### src/unordered_id_set_table_assert.svh
// Assertion macros shared by the set table RTL.
`ifndef UNORDERED_ID_SET_TABLE_ASSERT_SVH
`define UNORDERED_ID_SET_TABLE_ASSERT_SVH

`ifndef ASSERT_OFF

// Check a condition on every clock edge outside reset.
`define UIST_ASSERT(lbl, clk, rst_n, expr, msg) \
  lbl: assert property (@(posedge clk) disable iff (!rst_n) (expr)) else $error(msg);

// Check that a condition implies another in the same cycle.
`define UIST_ASSERT_IMP(lbl, clk, rst_n, ante, cons, msg) \
  lbl: assert property (@(posedge clk) disable iff (!rst_n) (ante) |-> (cons)) else $error(msg);

// Check that a condition implies another in the next cycle.
`define UIST_ASSERT_NXT(lbl, clk, rst_n, ante, cons, msg) \
  lbl: assert property (@(posedge clk) disable iff (!rst_n) (ante) |=> (cons)) else $error(msg);

`else

`define UIST_ASSERT(lbl, clk, rst_n, expr, msg)
`define UIST_ASSERT_IMP(lbl, clk, rst_n, ante, cons, msg)
`define UIST_ASSERT_NXT(lbl, clk, rst_n, ante, cons, msg)

`endif

`endif

### src/uist_pkg.sv
package uist_pkg;

  localparam int ID_W      = 32;
  localparam int OPC_W     = 2;
  localparam int IDX_IN_W  = 4;
  localparam int CNT_OUT_W = 5;

  typedef enum logic [OPC_W-1:0] {
    OP_ADD    = 2'd0,
    OP_REMOVE = 2'd1,
    OP_FIND   = 2'd2,
    OP_READ   = 2'd3
  } op_t;

  localparam logic STATUS_OK  = 1'b0;
  localparam logic STATUS_ERR = 1'b1;

endpackage

### src/uist_in_if.sv
interface uist_in_if import uist_pkg::*; ();

  logic                valid;
  logic                ready;
  logic [OPC_W-1:0]    opcode;
  logic [ID_W-1:0]     id_value;
  logic [IDX_IN_W-1:0] entry_index;

  modport source (output valid, opcode, id_value, entry_index, input ready);
  modport sink   (input valid, opcode, id_value, entry_index, output ready);

endinterface

### src/uist_out_if.sv
interface uist_out_if import uist_pkg::*; ();

  logic                 valid;
  logic                 ready;
  logic                 status;
  logic                 found;
  logic [IDX_IN_W-1:0]  position;
  logic [ID_W-1:0]      entry_value;
  logic [CNT_OUT_W-1:0] element_count;

  modport source (output valid, status, found, position, entry_value, element_count,
                  input ready);
  modport sink   (input valid, status, found, position, entry_value, element_count,
                  output ready);

endinterface

### src/uist_ram.sv
module uist_ram #(
  parameter int DEPTH = 16,
  parameter int WIDTH = 32,
  parameter int AW    = (DEPTH > 1) ? $clog2(DEPTH) : 1
) (
  input  logic             clk,
  input  logic             wr_en,
  input  logic [AW-1:0]    wr_addr,
  input  logic [WIDTH-1:0] wr_data,
  input  logic [AW-1:0]    rd_addr,
  output logic [WIDTH-1:0] rd_data
);

  logic [WIDTH-1:0] mem [DEPTH];
  logic [WIDTH-1:0] rd_data_r;

  always_ff @(posedge clk) begin
    if (wr_en) begin
      mem[wr_addr] <= wr_data;
    end
    rd_data_r <= mem[rd_addr];
  end

  assign rd_data = rd_data_r;

endmodule

### src/unordered_id_set_table.sv
// Steps: read fetches, applies and finishes; find scans and finishes; add scans, applies and
//   finishes; remove scans, fetches, applies and finishes (one entry compared per cycle
//   through the store's read port); a request rejected before the scan finishes at once.
// Throughput: one request at a time; a new request is taken while the previous result still
//   waits in the output register.
// Reset (synchronous, rst_n low): count cleared, reserved id set to all ones, output
//   emptied; the id store is not cleared, only slots below the count are ever read.
module unordered_id_set_table import uist_pkg::*; #(
  parameter int CAPACITY = 16,
  parameter int ID_BITS  = 32
) (
  input  logic             clk,
  input  logic             rst_n,
  input  logic             cfg_wr_en,
  input  logic [ID_W-1:0]  cfg_wr_data,
  uist_in_if.sink          in_chan,
  uist_out_if.source       out_chan
);

`include "unordered_id_set_table_assert.svh"

  // Keys are compared on their low ID_BITS bits, never more than the id field carries.
  localparam int KEY_W = (ID_BITS < ID_W) ? ID_BITS : ID_W;
  localparam int IDX_W = (CAPACITY > 1) ? $clog2(CAPACITY) : 1;
  localparam int CNT_W = $clog2(CAPACITY + 1);
  localparam int CMP_W = (CNT_W > IDX_IN_W) ? CNT_W : IDX_IN_W;

  typedef enum logic [2:0] {
    ST_IDLE,
    ST_SCAN,
    ST_FETCH,
    ST_APPLY,
    ST_DONE
  } state_t;

  state_t               state_r;
  op_t                  op_r;
  logic [KEY_W-1:0]     key_r;
  logic [ID_W-1:0]      reserved_r;
  logic [CNT_W-1:0]     cnt_r;
  logic [CNT_W-1:0]     scan_r;
  logic                 cmp_vld_r;
  logic [IDX_W-1:0]     cmp_slot_r;
  logic [IDX_W-1:0]     slot_r;
  logic [IDX_W-1:0]     fetch_addr_r;

  // Result under construction.
  logic                 res_status_r;
  logic                 res_found_r;
  logic [IDX_IN_W-1:0]  res_pos_r;
  logic [ID_W-1:0]      res_value_r;

  // Output register.
  logic                 out_valid_r;
  logic                 out_status_r;
  logic                 out_found_r;
  logic [IDX_IN_W-1:0]  out_pos_r;
  logic [ID_W-1:0]      out_value_r;
  logic [CNT_OUT_W-1:0] out_cnt_r;

  logic                 ram_we;
  logic [IDX_W-1:0]     ram_waddr;
  logic [KEY_W-1:0]     ram_wdata;
  logic [IDX_W-1:0]     ram_raddr;
  logic [KEY_W-1:0]     ram_rdata;

  logic                 in_acc;
  logic [KEY_W-1:0]     in_key;
  logic                 in_reserved;
  logic                 set_full;
  logic                 idx_ok;
  logic                 scan_hit;
  logic                 scan_more;
  logic                 out_free;
  logic                 out_load;
  logic [IDX_W-1:0]     last_idx;

  uist_ram #(
    .DEPTH (CAPACITY),
    .WIDTH (KEY_W),
    .AW    (IDX_W)
  ) u_store (
    .clk     (clk),
    .wr_en   (ram_we),
    .wr_addr (ram_waddr),
    .wr_data (ram_wdata),
    .rd_addr (ram_raddr),
    .rd_data (ram_rdata)
  );

  // Take a request only between operations; the output register decouples the sink.
  assign in_chan.ready = (state_r == ST_IDLE);
  assign in_acc        = in_chan.valid && in_chan.ready;

  assign in_key      = in_chan.id_value[KEY_W-1:0];
  assign in_reserved = (in_key == reserved_r[KEY_W-1:0]);
  assign set_full    = (cnt_r == CNT_W'(CAPACITY));
  // Any index below the count is also below the capacity.
  assign idx_ok      = (CMP_W'(in_chan.entry_index) < CMP_W'(cnt_r));
  assign last_idx    = IDX_W'(cnt_r - CNT_W'(1));

  // The store returns the entry issued last cycle; compare it against the key.
  assign scan_hit  = cmp_vld_r && (ram_rdata == key_r);
  assign scan_more = (scan_r < cnt_r);
  assign out_free  = !out_valid_r || out_chan.ready;
  assign out_load  = (state_r == ST_DONE) && out_free;

  // Walk the slots during the scan, otherwise fetch the selected slot.
  assign ram_raddr = (state_r == ST_SCAN) ? scan_r[IDX_W-1:0] : fetch_addr_r;

  // Write back only in the apply step: append for add, fill the hole for remove.
  always_comb begin
    ram_we    = 1'b0;
    ram_waddr = cnt_r[IDX_W-1:0];
    ram_wdata = key_r;
    if (state_r == ST_APPLY) begin
      case (op_r)
        OP_ADD: begin
          ram_we = 1'b1;
        end
        OP_REMOVE: begin
          ram_we    = 1'b1;
          ram_waddr = slot_r;
          ram_wdata = ram_rdata;
        end
        default: begin
          ram_we = 1'b0;
        end
      endcase
    end
  end

  always_ff @(posedge clk) begin
    if (!rst_n) begin
      state_r     <= ST_IDLE;
      cnt_r       <= '0;
      cmp_vld_r   <= 1'b0;
      out_valid_r <= 1'b0;
      reserved_r  <= '1;
    end else begin
      if (cfg_wr_en) begin
        reserved_r <= cfg_wr_data;
      end

      // Load a finished result, else drop the output once the sink takes it.
      if (out_load) begin
        out_valid_r <= 1'b1;
      end else if (out_valid_r && out_chan.ready) begin
        out_valid_r <= 1'b0;
      end

      unique case (state_r)
        ST_IDLE: begin
          if (in_acc) begin
            op_r         <= op_t'(in_chan.opcode);
            key_r        <= in_key;
            scan_r       <= '0;
            cmp_vld_r    <= 1'b0;
            res_status_r <= STATUS_ERR;
            res_found_r  <= 1'b0;
            res_pos_r    <= '0;
            res_value_r  <= '0;
            fetch_addr_r <= IDX_W'(in_chan.entry_index);
            unique case (op_t'(in_chan.opcode))
              OP_ADD: begin
                state_r <= (in_reserved || set_full) ? ST_DONE : ST_SCAN;
              end
              OP_REMOVE, OP_FIND: begin
                state_r <= in_reserved ? ST_DONE : ST_SCAN;
              end
              OP_READ: begin
                state_r <= idx_ok ? ST_FETCH : ST_DONE;
              end
            endcase
          end
        end

        ST_SCAN: begin
          if (scan_hit) begin
            slot_r    <= cmp_slot_r;
            cmp_vld_r <= 1'b0;
            unique case (op_r)
              OP_REMOVE: begin
                // Fetch the last entry to move into the freed slot.
                fetch_addr_r <= last_idx;
                state_r      <= ST_FETCH;
              end
              OP_FIND: begin
                res_status_r <= STATUS_OK;
                res_found_r  <= 1'b1;
                res_pos_r    <= IDX_IN_W'(cmp_slot_r);
                state_r      <= ST_DONE;
              end
              default: begin
                // Duplicate id on add.
                state_r <= ST_DONE;
              end
            endcase
          end else if (scan_more) begin
            cmp_vld_r  <= 1'b1;
            cmp_slot_r <= scan_r[IDX_W-1:0];
            scan_r     <= scan_r + CNT_W'(1);
          end else begin
            // Whole set searched without a match.
            cmp_vld_r <= 1'b0;
            state_r   <= (op_r == OP_ADD) ? ST_APPLY : ST_DONE;
          end
        end

        ST_FETCH: begin
          state_r <= ST_APPLY;
        end

        ST_APPLY: begin
          res_status_r <= STATUS_OK;
          case (op_r)
            OP_ADD:    cnt_r <= cnt_r + CNT_W'(1);
            OP_REMOVE: cnt_r <= cnt_r - CNT_W'(1);
            OP_READ:   res_value_r <= ID_W'(ram_rdata);
            default:   cnt_r <= cnt_r;
          endcase
          state_r <= ST_DONE;
        end

        ST_DONE: begin
          // Hold the result until the output register is free.
          if (out_free) begin
            out_status_r <= res_status_r;
            out_found_r  <= res_found_r;
            out_pos_r    <= res_pos_r;
            out_value_r  <= res_value_r;
            out_cnt_r    <= CNT_OUT_W'(cnt_r);
            state_r      <= ST_IDLE;
          end
        end

        default: begin
          state_r <= ST_IDLE;
        end
      endcase
    end
  end

  assign out_chan.valid         = out_valid_r;
  assign out_chan.status        = out_status_r;
  assign out_chan.found         = out_found_r;
  assign out_chan.position      = out_pos_r;
  assign out_chan.entry_value   = out_value_r;
  assign out_chan.element_count = out_cnt_r;

  `UIST_ASSERT(a_cnt_cap, clk, rst_n, cnt_r <= CNT_W'(CAPACITY), "count above capacity")
  `UIST_ASSERT_IMP(a_cnt_upd, clk, rst_n, cnt_r != $past(cnt_r), $past(state_r) == ST_APPLY, "count moved")
  `UIST_ASSERT_NXT(a_acc_busy, clk, rst_n, in_acc, state_r != ST_IDLE, "accept left no work")
  `UIST_ASSERT_IMP(a_found_ok, clk, rst_n, out_valid_r && out_found_r, out_status_r == STATUS_OK, "found with error")

endmodule

### src/flat_wrapper.sv
// flat-port wrapper written by rule: the top's interface ports become plain ports
module unordered_id_set_table_flat import uist_pkg::*;
#(
  parameter int CAPACITY = 16,
  parameter int ID_BITS  = 32
)
  (clk, rst_n, cfg_wr_en, cfg_wr_data, in_chan_valid, in_chan_opcode, in_chan_id_value, in_chan_entry_index, in_chan_ready, out_chan_valid, out_chan_status, out_chan_found, out_chan_position, out_chan_entry_value, out_chan_element_count, out_chan_ready);
  uist_in_if in_chan_i ();
  uist_out_if out_chan_i ();
  input  logic clk;
  input  logic rst_n;
  input  logic cfg_wr_en;
  input  logic [ID_W-1:0] cfg_wr_data;
  input wire logic [$bits(in_chan_i.valid)-1:0] in_chan_valid;
  input wire logic [$bits(in_chan_i.opcode)-1:0] in_chan_opcode;
  input wire logic [$bits(in_chan_i.id_value)-1:0] in_chan_id_value;
  input wire logic [$bits(in_chan_i.entry_index)-1:0] in_chan_entry_index;
  output wire logic [$bits(in_chan_i.ready)-1:0] in_chan_ready;
  output wire logic [$bits(out_chan_i.valid)-1:0] out_chan_valid;
  output wire logic [$bits(out_chan_i.status)-1:0] out_chan_status;
  output wire logic [$bits(out_chan_i.found)-1:0] out_chan_found;
  output wire logic [$bits(out_chan_i.position)-1:0] out_chan_position;
  output wire logic [$bits(out_chan_i.entry_value)-1:0] out_chan_entry_value;
  output wire logic [$bits(out_chan_i.element_count)-1:0] out_chan_element_count;
  input wire logic [$bits(out_chan_i.ready)-1:0] out_chan_ready;
  assign in_chan_i.valid = in_chan_valid;
  assign in_chan_i.opcode = in_chan_opcode;
  assign in_chan_i.id_value = in_chan_id_value;
  assign in_chan_i.entry_index = in_chan_entry_index;
  assign in_chan_ready = in_chan_i.ready;
  assign out_chan_valid = out_chan_i.valid;
  assign out_chan_status = out_chan_i.status;
  assign out_chan_found = out_chan_i.found;
  assign out_chan_position = out_chan_i.position;
  assign out_chan_entry_value = out_chan_i.entry_value;
  assign out_chan_element_count = out_chan_i.element_count;
  assign out_chan_i.ready = out_chan_ready;
  unordered_id_set_table #(.CAPACITY(CAPACITY), .ID_BITS(ID_BITS)) u_core (.clk(clk), .rst_n(rst_n), .cfg_wr_en(cfg_wr_en), .cfg_wr_data(cfg_wr_data), .in_chan(in_chan_i), .out_chan(out_chan_i));
endmodule
### config.mk
export PLATFORM = sky130hd
export DESIGN_NAME = unordered_id_set_table_flat
export DESIGN_NICKNAME = d
export VERILOG_FILES = /design/src/uist_pkg.sv /design/src/uist_in_if.sv /design/src/uist_out_if.sv /design/src/uist_ram.sv /design/src/unordered_id_set_table.sv /design/src/flat_wrapper.sv
export VERILOG_INCLUDE_DIRS = /design/src /design/src/src
export SDC_FILE = /design/constraint.sdc
export NUM_CORES = 1
export LEC_CHECK = 0
export ABC_CLOCK_PERIOD_IN_PS = 5900
export BUFFER_PORTS_ARGS = -buffer_cell sky130_fd_sc_hd__buf_4
export CORE_MARGIN = 1.5
export CORE_UTILIZATION = 25
export DETAILED_ROUTE_END_ITERATION = 6
export GPL_ROUTABILITY_DRIVEN = 1
export HOLD_SLACK_MARGIN = 0.12
export SLEW_MARGIN = 30
export SYNTH_ARGS = -nofsm -noshare
export SYNTH_HDL_FRONTEND = slang
export SYNTH_SLANG_ARGS = --single-unit
### constraint.sdc
create_clock -name clk -period 5.9 [get_ports clk]
set_input_delay 0.295 -clock clk [delete_from_list [all_inputs] [get_ports clk]]
set_output_delay 0.295 -clock clk [all_outputs]
set_load 0.02 [all_outputs]
==> qor.csv, run 1 <==
stage;metric;value;unit
run_status;status;finished clean;
synth;register area share after synthesis;0.746;
clocking;clk buf depth;3;
global_route;vias in the first global route;15000;
critical_path;Crit path max-delay family;simple AND/OR/NAND/NOR gates;
floorplanning;die area;114000;µm²
route;DR WL/cell;22.1;µm
clocking;CTS HTree Levels;3;
timing;Final Hold Viols;0;
finish;layout cell share with drive strength beyond 1;0.235;
timing;Clock Skews;0.0317;ns
floorplanning;Die Width;337;µm
global_route;initial antenna violation count;5;
floorplanning;initial core utilization;0.252;
critical_path;ordered list of cells on the worst path;nor2b_4 -> nand2_1 -> nor2_4 -> buf_4 -> a31oi_1 -> nor2_4 -> buf_4;
finish;ANT cells;0;
route;Routed WL;72400;µm
timing;Final TNS setup;0;ns
timing;Hold Slack;0.169;ns
synth;number of flops mapped to enable cells by yosys;644;
timing;final setup violation count;0;
timing;Final Slew Violations;0;
critical_path;CP Max Fanout;36;
power;Leak;11.5;nW
floorplanning;# rows;122;
hold_path;Worst Hold Path Cells;2;
timing;Fmax achieved;0.257;GHz
floorplanning;Placeable Area;111000;µm²
clocking;Root Driver;clkbuf_16;
timing;post-layout min period;3.89;ns
synth;Async S/R FF share, synth;0;
floorplanning;Top Ports;120;
finish;Layout area overhead;22.5;%
place;post-DP HPWL;47000;µm
route;Post-DRT Antenna Nets;0;
synth;synthesized area per cell;18.8;µm²
synth;Mapped Area;27900;µm²
clocking;setup bufs post-CTS;0;
critical_path;sum of buffers and inverters on the critical path;2;
critical_path;WP data required;6.18;ns
finish;final non-filler cell total;3281;
critical_path;Slowest-stage cell, CP;nor2_4;
power;PD cells;349;nW/µm²
synth;Synth Instances;1484;
timing;actual slew at the worst max-slew pin;1.02;ns
flow_run;MaxCap Viol Count;0;
place;Post-Place Cells;3053;
critical_path;Worst path depth;7;
global_route;GRT overflow;0;
critical_path;worst setup path category;reg2reg;
finish;# fillers;10600;
critical_path;R2R cell count;7;
critical_path;slowest stage delay, CP;0.72;ns
route;DRC;0;
place;gpl congestion;0.787;
synth;synthesis-stage register bit count;718;
route;routed vias;14600;
clocking;CTS tree;built;
floorplanning;Die Ht;337;µm
finish;fin util;0.309;
clocking;register clock-pin slew on the reported worst setup and hold paths;0.06;ns
finish;nets@finish;1817;
global_route;first-pass GRT wire length;104000;µm
place;Port Buf Inserts;119;
clocking;CTS Sinks;718;
timing;max_slew headroom;0.318;
synth;yosys warns;0;
critical_path;Worst setup EP type;register;
clocking;clk_lat worst skew;0.64;ns
global_route;largest net degree at the start of global routing;129;
critical_path;CP arrival;4.17;ns
timing;RSZ-0062 raised after global routing;false;
timing;period utilization;0.659;
synth;prevailing post-synth register cell;edfxtp_1;
critical_path;Startpoint Class;register;
synth;synth unique cells;40;
power;Peak supply drop;0.204;mV
clocking;CTS Buf Count;76;
hold_path;Worst Hold Class;in2reg;
route;DR iter-0 viols;1583;
route;first drt pass iteration count;6;
route;vias per cell;4.46;
synth;post-synthesis net count;1572;
global_route;Total GRT Usage;0.126;
clocking;cells resized by post-CTS repair;0;
power by group:
| part | switching [W] | internal, W |
|---|---|---|
| combinational | 0.000767 | 0.000641 |
| sequential | 0.000198 | 0.00572 |
| clock | 0.00201 | 0.00258 |
| total | 0.00297 | 0.00894 |
final timing paths:
path                                              from                         endpoint  slack [ns]
worst max-delay path                 u_core.state_r[0]        u_core.u_store.mem[0][21]        2.01
worst min-delay path                             rst_n            u_core.reserved_r[14]        0.17
worst max register to register       u_core.state_r[0]        u_core.u_store.mem[0][21]        2.01
worst min register to register  u_core.res_value_r[24]  u_core.out_chan.entry_value[24]        0.41
sequential cells by signal (all words and copies together) (netlist names), 32 cells and up:
register and count:
u_core.key_r 32, u_core.out_chan.entry_value 32, u_core.res_value_r 32, u_core.reserved_r 32
u_core.u_store.mem 512, u_core.u_store.rd_data 32
stage by stage:
step	worst slack, ns	total power, W	area, µm²
after floorplan	2.54	0.00686	27900
after global placement	1.95	0.00737	30700
after detailed placement	1.99	0.00740	30900
after CTS	1.95	0.0120	34100
after global routing	1.77	0.0123	34200
final	2.01	0.0119	34200
logic make-up (layout without fill, tap and decap cells):
family,after synthesis,count (layout),synth area share
buffers and inverters,85,394,0.0162
adders and majority gates,13,13,0.00583
and+or+nand+nor,289,289,0.0477
DFF,718,718,0.746
AOI/OAI and AO/OA,46,46,0.00987
xor gates and xnor gates,73,73,0.0229
muxes,260,260,0.151
final cells by class:
type / instances / area, µm² / area share
multi-input cells: 681 / 6870 / 0.201
flip-flops and latches: 718 / 20800 / 0.609
repair buffers: 238 / 2160 / 0.0632
well taps: 1488 / 1860 / 0.0545
clock inverters: 43 / 353 / 0.0103
clock buffers: 99 / 2050 / 0.0600
inverters: 14 / 52.6 / 0.00154
routing by layer:
| metal | vias up | share of wire | track usage |
|---|---|---|---|
| li1 | 6315 | - | - |
| met3 | 113 | 0.091 | 0.0372 |
| met2 | 571 | 0.45 | 0.194 |
| met1 | 7641 | 0.43 | 0.174 |
| met5 | - | 0.00011 | 0 |
| met4 | 2 | 0.023 | 0.0329 |
synth_stat cells, types with 9 or more instances:
library cell    n  share of area
buf_6          14         0.0057
and3_1         42         0.0094
mux4_2        128           0.10
a21oi_1         9         0.0016
nand4_1         9         0.0020
inv_1          14         0.0019
edfxtp_1      644           0.69
nand3_1         9         0.0016
nor4_1         11         0.0025
xor2_1         38          0.012
ha_1           13         0.0058
dfxtp_1        74          0.053
o21ai_0        18         0.0032
nand2_1       143          0.019
buf_2          19         0.0034
xnor2_1        35          0.011
nor2_1         43         0.0058
nor3_1         17         0.0030
clkbuf_1       31         0.0042
mux2i_1       131          0.047
placed cells by master, fill, tap and decap left out, types with 4 or more instances in the layout:
master and n:
clkbuf_8 4, and3_1 42, ha_1 13, nand2_1 143
buf_12 5, nor3_1 17, a31oi_1 6, mux2i_4 4
clkinv_1 15, clkinv_2 13, xnor2_1 35, mux4_2 128
nor4_1 9, nor2_1 24, nor2_4 19, buf_4 141
mux2i_1 128, nand4_1 9, o21ai_1 4, o21ai_0 14
nand3_1 9, inv_1 14, a21oi_1 8, nand2b_1 4
dlygate4sd3_1 86, clkbuf_1 18, dfxtp_1 74, xor2_1 35
buf_16 4, edfxtp_1 644, clkbuf_16 77
timing repair:
action,in CTS,in global routing
setup endpoints to repair,0,0
endpoints found under the hold margin,71,0
hold buffers,86,0
(Power assumes the default switching activity.)
==> run 2, diff against run 1 <==
ABC_CLOCK_PERIOD_IN_PS = 3300   (was 5900)
clock period = 3.3 ns   (was 5.9 ns; I/O delays follow)
==> run 2 against run 1 <==
Worst hold slack gained 0.14 ns. Sequential power grew 77%. Clock power grew 85%. Register-to-register slack lost 1.8 ns. Via count grew 2.4%. Die area is the same. Maximum frequency grew 26%. First-iteration DRC count grew 9.0%. Routed wire length grew 5.0%. Critical path type unchanged.
==> qor.csv, run 2 (synthesized netlist as in run 1, its figures left out) <==
stage;metric;value;unit
hold_path;Hold Startpoint;in_chan_id_value[3];
finish;Layout area overhead;24.3;%
global_route;first-pass GRT wire length;108000;µm
hold_path;Worst Hold Path Cells;2;
clocking;CTS tree;built;
finish;# fillers;10600;
timing;period utilization;0.936;
finish;Final Cell Area;34700;µm²
clocking;CTS Sinks;718;
floorplanning;Die Width;337;µm
route;vias per cell;4.50;
floorplanning;Die Ht;337;µm
power;Peak supply drop;0.420;mV
finish;most common cell after layout, fill and taps aside;edfxtp_1;
finish;nets@finish;1868;
place;Port Buf Inserts;119;
global_route;GRT overflow;0;
critical_path;Startpoint Class;register;
run_status;status;finished clean;
finish;layout cell share with drive strength beyond 1;0.245;
floorplanning;# rows;122;
critical_path;Worst setup EP type;register;
global_route;Total GRT Usage;0.133;
timing;Final TNS setup;0;ns
timing;max_slew headroom;0.474;
place;gpl congestion;0.827;
clocking;CTS HTree Levels;3;
timing;post-layout min period;3.09;ns
finish;most frequent cells in the layout;edfxtp_1 (644), buf_4 (167), nand2_1 (143);
floorplanning;Top Ports;120;
route;first drt pass iteration count;5;
critical_path;CP arrival;3.36;ns
clocking;clk_lat worst skew;0.62;ns
power;Psw;0.00525;W
critical_path;CP Max Fanout;9;
power;Clk network pwr share;0.392;
finish;ANT cells;0;
clocking;Root Driver;clkbuf_16;
route;Routed WL;76100;µm
critical_path;worst setup path category;reg2reg;
critical_path;R2R cell count;6;
critical_path;Worst Setup SP;u_core.key_r[25];
timing;final setup violation count;0;
clocking;register clock-pin slew on the reported worst setup and hold paths;0.06;ns
power;combinational fraction of design power;0.121;
timing;actual slew at the worst max-slew pin;0.786;ns
flow_run;MaxCap Viol Count;0;
route;DR WL/cell;22.8;µm
floorplanning;initial core utilization;0.252;
global_route;vias in the first global route;15300;
critical_path;R2R Path Start;u_core.key_r[25];
floorplanning;die area;114000;µm²
timing;Fmax achieved;0.324;GHz
global_route;initial antenna violation count;9;
timing;RSZ-0062 raised after global routing;false;
route;routed vias;15000;
clocking;clk buf depth;3;
finish;max reg flops;512;
timing;fin worst setup slack;0.212;ns
finish;Top reg by flops;u_core.u_store.mem;
critical_path;WP data required;3.57;ns
timing;Hold Slack;0.311;ns
power;Sw Ratio;0.243;
place;placed cell area;31100;µm²
power;internal power;0.0164;W
route;Post-DRT Antenna Nets;0;
power;Leak;11.7;nW
global_route;largest net degree at the start of global routing;47;
timing;Final Hold Viols;0;
critical_path;Worst R2R Setup Slack;0.21;ns
hold_path;Worst Hold Class;in2reg;
finish;fin util;0.313;
clocking;CTS Buf Count;75;
place;post-DP HPWL;47600;µm
timing;Clock Skews;0.0272;ns
power;Seq pwr share;0.487;
floorplanning;Placeable Area;111000;µm²
place;Post-Place Setup Slack;0.0868;ns
route;DR iter-0 viols;1726;
route;DRC;0;
timing;Final Slew Violations;0;
power;PD cells;624;nW/µm²
## run 2: cell count changes in the layout (fill, tap and decap cells not counted), sizes merged
| cell | before | now |
|---|---|---|
| bufinv | 2 | 5 |
| inv | 20 | 21 |
| dlygate4sd3 | 86 | 111 |
| clkinv | 33 | 19 |
| clkbuf | 99 | 107 |
| buf | 152 | 179 |
## run 2: layout make-up
cell class,instances,area (µm²),share of cell area
multi-input combinational,681,6860,0.198
tap,1488,1860,0.0537
inverter,14,52.6,0.00152
sequential,718,20800,0.600
timing repair buffer,290,2610,0.0751
clock inverter,33,338,0.00974
clock buffer,107,2140,0.0617
## run 2: through the flow
| stage | instances | total power (W) |
|---|---|---|
| 6_report | 3331 | 0.0216 |
| 5_1_grt | 3331 | 0.0223 |
| 4_1_cts | 3331 | 0.0218 |
| 3_5_place_dp | 3080 | 0.0132 |
| 3_3_place_gp | 3080 | 0.0132 |
| 2_1_floorplan | 1484 | 0.0123 |
## run 2: timing repair
item                       CTS  global route
resized for setup            0             1
buffers inserted             0             0
hold endpoints to repair    76             0
setup endpoints to repair    0             9
hold buffers               111             0
## run 2: final timing paths
path,endpoint
worst max-delay path,u_core.res_pos_r[0]
worst min-delay path,u_core.key_r[3]
worst min register to register,u_core.out_chan.entry_value[26]
worst max register to register,u_core.res_pos_r[0]
## run 2: metal layers
metal | share of wire | up-vias | GRT usage | wire length (µm)
met1 | 0.43 | 7819 | 0.178 | 32500
met2 | 0.46 | 644 | 0.207 | 34700
met3 | 0.10 | 96 | 0.0454 | 7600
met5 | 0.00035 | - | 0 | 27
li1 | - | 6433 | - | -
met4 | 0.017 | 4 | 0.0277 | 1260
## run 2: critical path: stages (launching register included)
cell and delay (ns):
edfxtp_1 0.45, xnor2_1 0.47, nand4_1 0.31, nor4_2 0.57, and3_1 0.41, nand3_1 0.12
a21oi_1 0.41
## run 2: power groups by stage
stage | clock network [W] | logic (W) | registers, W
3_3_place_gp | 0 | 0.00247 | 0.0107
6_report | 0.00848 | 0.00261 | 0.0105
2_1_floorplan | 0 | 0.00168 | 0.0106
4_1_cts | 0.00866 | 0.00261 | 0.0105
5_1_grt | 0.00899 | 0.00280 | 0.0106
3_5_place_dp | 0 | 0.00250 | 0.0107
==> run 3, diff against run 2 <==
ABC_CLOCK_PERIOD_IN_PS = 2800   (was 3300)
clock period = 2.8 ns   (was 3.3 ns; I/O delays follow)
==> run 3 against run 2 <==
Clock skew rose by 0.011 ns. Sequential power rose by 18%. Setup slack got worse by 0.10 ns. Register-to-register slack got worse by 0.10 ns. Count of clock-buffer cells in the layout fell by 8. Combinational power rose by 25%. Utilization rose by 0.52 points. Critical path type unchanged.
==> qor.csv, run 3 (synthesized netlist as in run 1, its figures left out) <==
stage;metric;value;unit
run_status;status;finished clean;
timing;Clock Skews;0.0378;ns
global_route;vias in the first global route;15800;
timing;actual slew at the worst max-slew pin;1.10;ns
route;DR iter-0 viols;1374;
critical_path;FF-to-FF End;u_core.res_pos_r[2];
critical_path;WP data required;3.14;ns
critical_path;Startpoint Class;register;
finish;Final Cell Area;35300;µm²
timing;Final Slew Violations;0;
finish;most common cell after layout, fill and taps aside;edfxtp_1;
finish;max reg flops;512;
place;post-DP HPWL;47600;µm
critical_path;sum of buffers and inverters on the critical path;2;
global_route;largest net degree at the start of global routing;46;
hold_path;Hold Startpoint;cfg_wr_en;
clocking;register clock-pin slew on the reported worst setup and hold paths;0.06;ns
critical_path;CP arrival;3.02;ns
floorplanning;# rows;122;
route;vias per cell;4.44;
finish;nets@finish;1904;
timing;max_slew headroom;0.266;
route;Post-DRT Antenna Nets;0;
critical_path;Worst Setup SP;u_core.key_r[26];
timing;Final Hold Viols;0;
route;Routed WL;75000;µm
hold_path;Hold Crit Endpoint;u_core.reserved_r[15];
critical_path;slowest stage delay, CP;0.47;ns
place;placed cell area;31600;µm²
critical_path;worst setup path category;reg2reg;
hold_path;Worst Hold Class;in2reg;
route;DR WL/cell;22.3;µm
critical_path;ordered list of cells on the worst path;xnor2_1 -> nand4_1 -> nor3_1 -> and3_1 -> buf_12 -> nand3_1 -> a21oi_1 -> buf_4;
clocking;CTS Buf Count;76;
finish;ANT cells;0;
critical_path;Slowest-stage cell, CP;nor3_1;
timing;Fmax achieved;0.372;GHz
clocking;setup bufs post-CTS;0;
floorplanning;Die Ht;337;µm
clocking;clk buf depth;3;
floorplanning;initial core utilization;0.252;
power;PD cells;731;nW/µm²
finish;most frequent cells in the layout;edfxtp_1 (644), buf_4 (181), nand2_1 (141);
critical_path;R2R cell count;8;
route;first drt pass iteration count;5;
critical_path;R2R Path Start;u_core.key_r[26];
global_route;GRT overflow;0;
critical_path;Worst R2R Setup Slack;0.11;ns
floorplanning;Die Width;337;µm
timing;final setup violation count;0;
global_route;first-pass GRT wire length;108000;µm
route;DRC;0;
clocking;Root Driver;clkbuf_16;
hold_path;Worst Hold Path Cells;3;
floorplanning;Placeable Area;111000;µm²
critical_path;Crit path max-delay family;simple AND/OR/NAND/NOR gates;
finish;Layout area overhead;26.4;%
timing;period utilization;0.960;
clocking;CTS Sinks;718;
floorplanning;Top Ports;120;
critical_path;Worst setup EP type;register;
global_route;Total GRT Usage;0.132;
place;Port Buf Inserts;119;
clocking;CTS tree;built;
finish;layout cell share with drive strength beyond 1;0.262;
clocking;clk_lat worst skew;0.63;ns
power;Peak supply drop;0.422;mV
route;routed vias;14900;
flow_run;MaxCap Viol Count;0;
finish;fin util;0.319;
critical_path;CP Max Fanout;9;
floorplanning;die area;114000;µm²
global_route;initial antenna violation count;10;
clocking;CTS HTree Levels;3;
place;gpl congestion;0.799;
power;Leak;12.0;nW
finish;Top reg by flops;u_core.u_store.mem;
timing;post-layout min period;2.69;ns
[run 3: changes by cell type in the layout (fill, tap and decap cells not counted), moves of 3 or more]
| cell | change |
|---|---|
| clkinv_2 | +3 |
| clkbuf_1 | -4 |
| clkinv_4 | +5 |
| buf_4 | +14 |
| buf_12 | +19 |
| clkbuf_8 | -6 |
| inv_6 | -4 |
[run 3: worst max-delay path by stage]
stage | endpoint | slack (ns) | cells past startpoint
6_report | u_core.res_pos_r[2] | 0.11 | 8
5_1_grt | u_core.u_store.mem[15][21] | -0.0006 | 6
4_1_cts | u_core.res_pos_r[1] | 0.03 | 9
3_5_place_dp | u_core.res_pos_r[1] | -0.19 | 9
3_3_place_gp | u_core.res_pos_r[0] | -0.23 | 9
2_1_floorplan | u_core.u_store.mem[13][0] | -0.14 | 7
[run 3: area by class of cell]
| class | instances | area, µm² |
|---|---|---|
| Fill cell | 10500 | 75400 |
| Timing Repair Buffer | 325 | 3110 |
| Clock inverter | 41 | 423 |
| Sequential cell | 718 | 20800 |
| Multi-Input combinational cell | 681 | 6890 |
| Clock buffer | 99 | 2090 |
| Inverter | 14 | 52.6 |
| Tap cell | 1488 | 1860 |
[run 3: layer usage]
layer	track usage	wire length, µm	vias up
met3	0.0326	6370	105
met4	0.0409	1760	6
met5	0	40	-
met1	0.177	32100	7759
met2	0.209	34800	562
li1	-	-	6503
[run 3: worst reg2reg max path: stages, from the launching register on]
cell	delay (ns)
edfxtp_1	0.40
xnor2_1	0.33
nand4_1	0.35
nor3_1	0.47
and3_1	0.29
buf_12	0.13
nand3_1	0.07
a21oi_1	0.19
buf_4	0.18
[run 3: timing repair]
item	in CTS	in global routing
resized for setup	2	6
endpoints found under the setup margin	19	70
hold buffers	112	0
pin swaps	0	1
endpoints found under the hold margin	85	0
[run 3: metrics by stage]
step | setup TNS (ns) | hold slack [ns] | instances | total power [W] | setup slack [ns]
after floorplan | -39.16 | 0.239 | 1484 | 0.0145 | -0.142
after global placement | -2.27 | 0.349 | 3114 | 0.0157 | -0.228
after detailed placement | -1.96 | 0.345 | 3114 | 0.0158 | -0.194
after CTS | 0 | 0.121 | 3366 | 0.0260 | 0.0337
after global routing | -0.000639 | 0.168 | 3366 | 0.0266 | -0.000639
final | 0 | 0.180 | 3366 | 0.0258 | 0.112
[run 3: power breakdown]
| group | switching, W | leakage (nW) | internal, W |
|---|---|---|---|
| Sequential | 0.000354 | 6.44 | 0.0121 |
| Clock | 0.00420 | 1.23 | 0.00589 |
| Combinational | 0.00171 | 4.37 | 0.00155 |
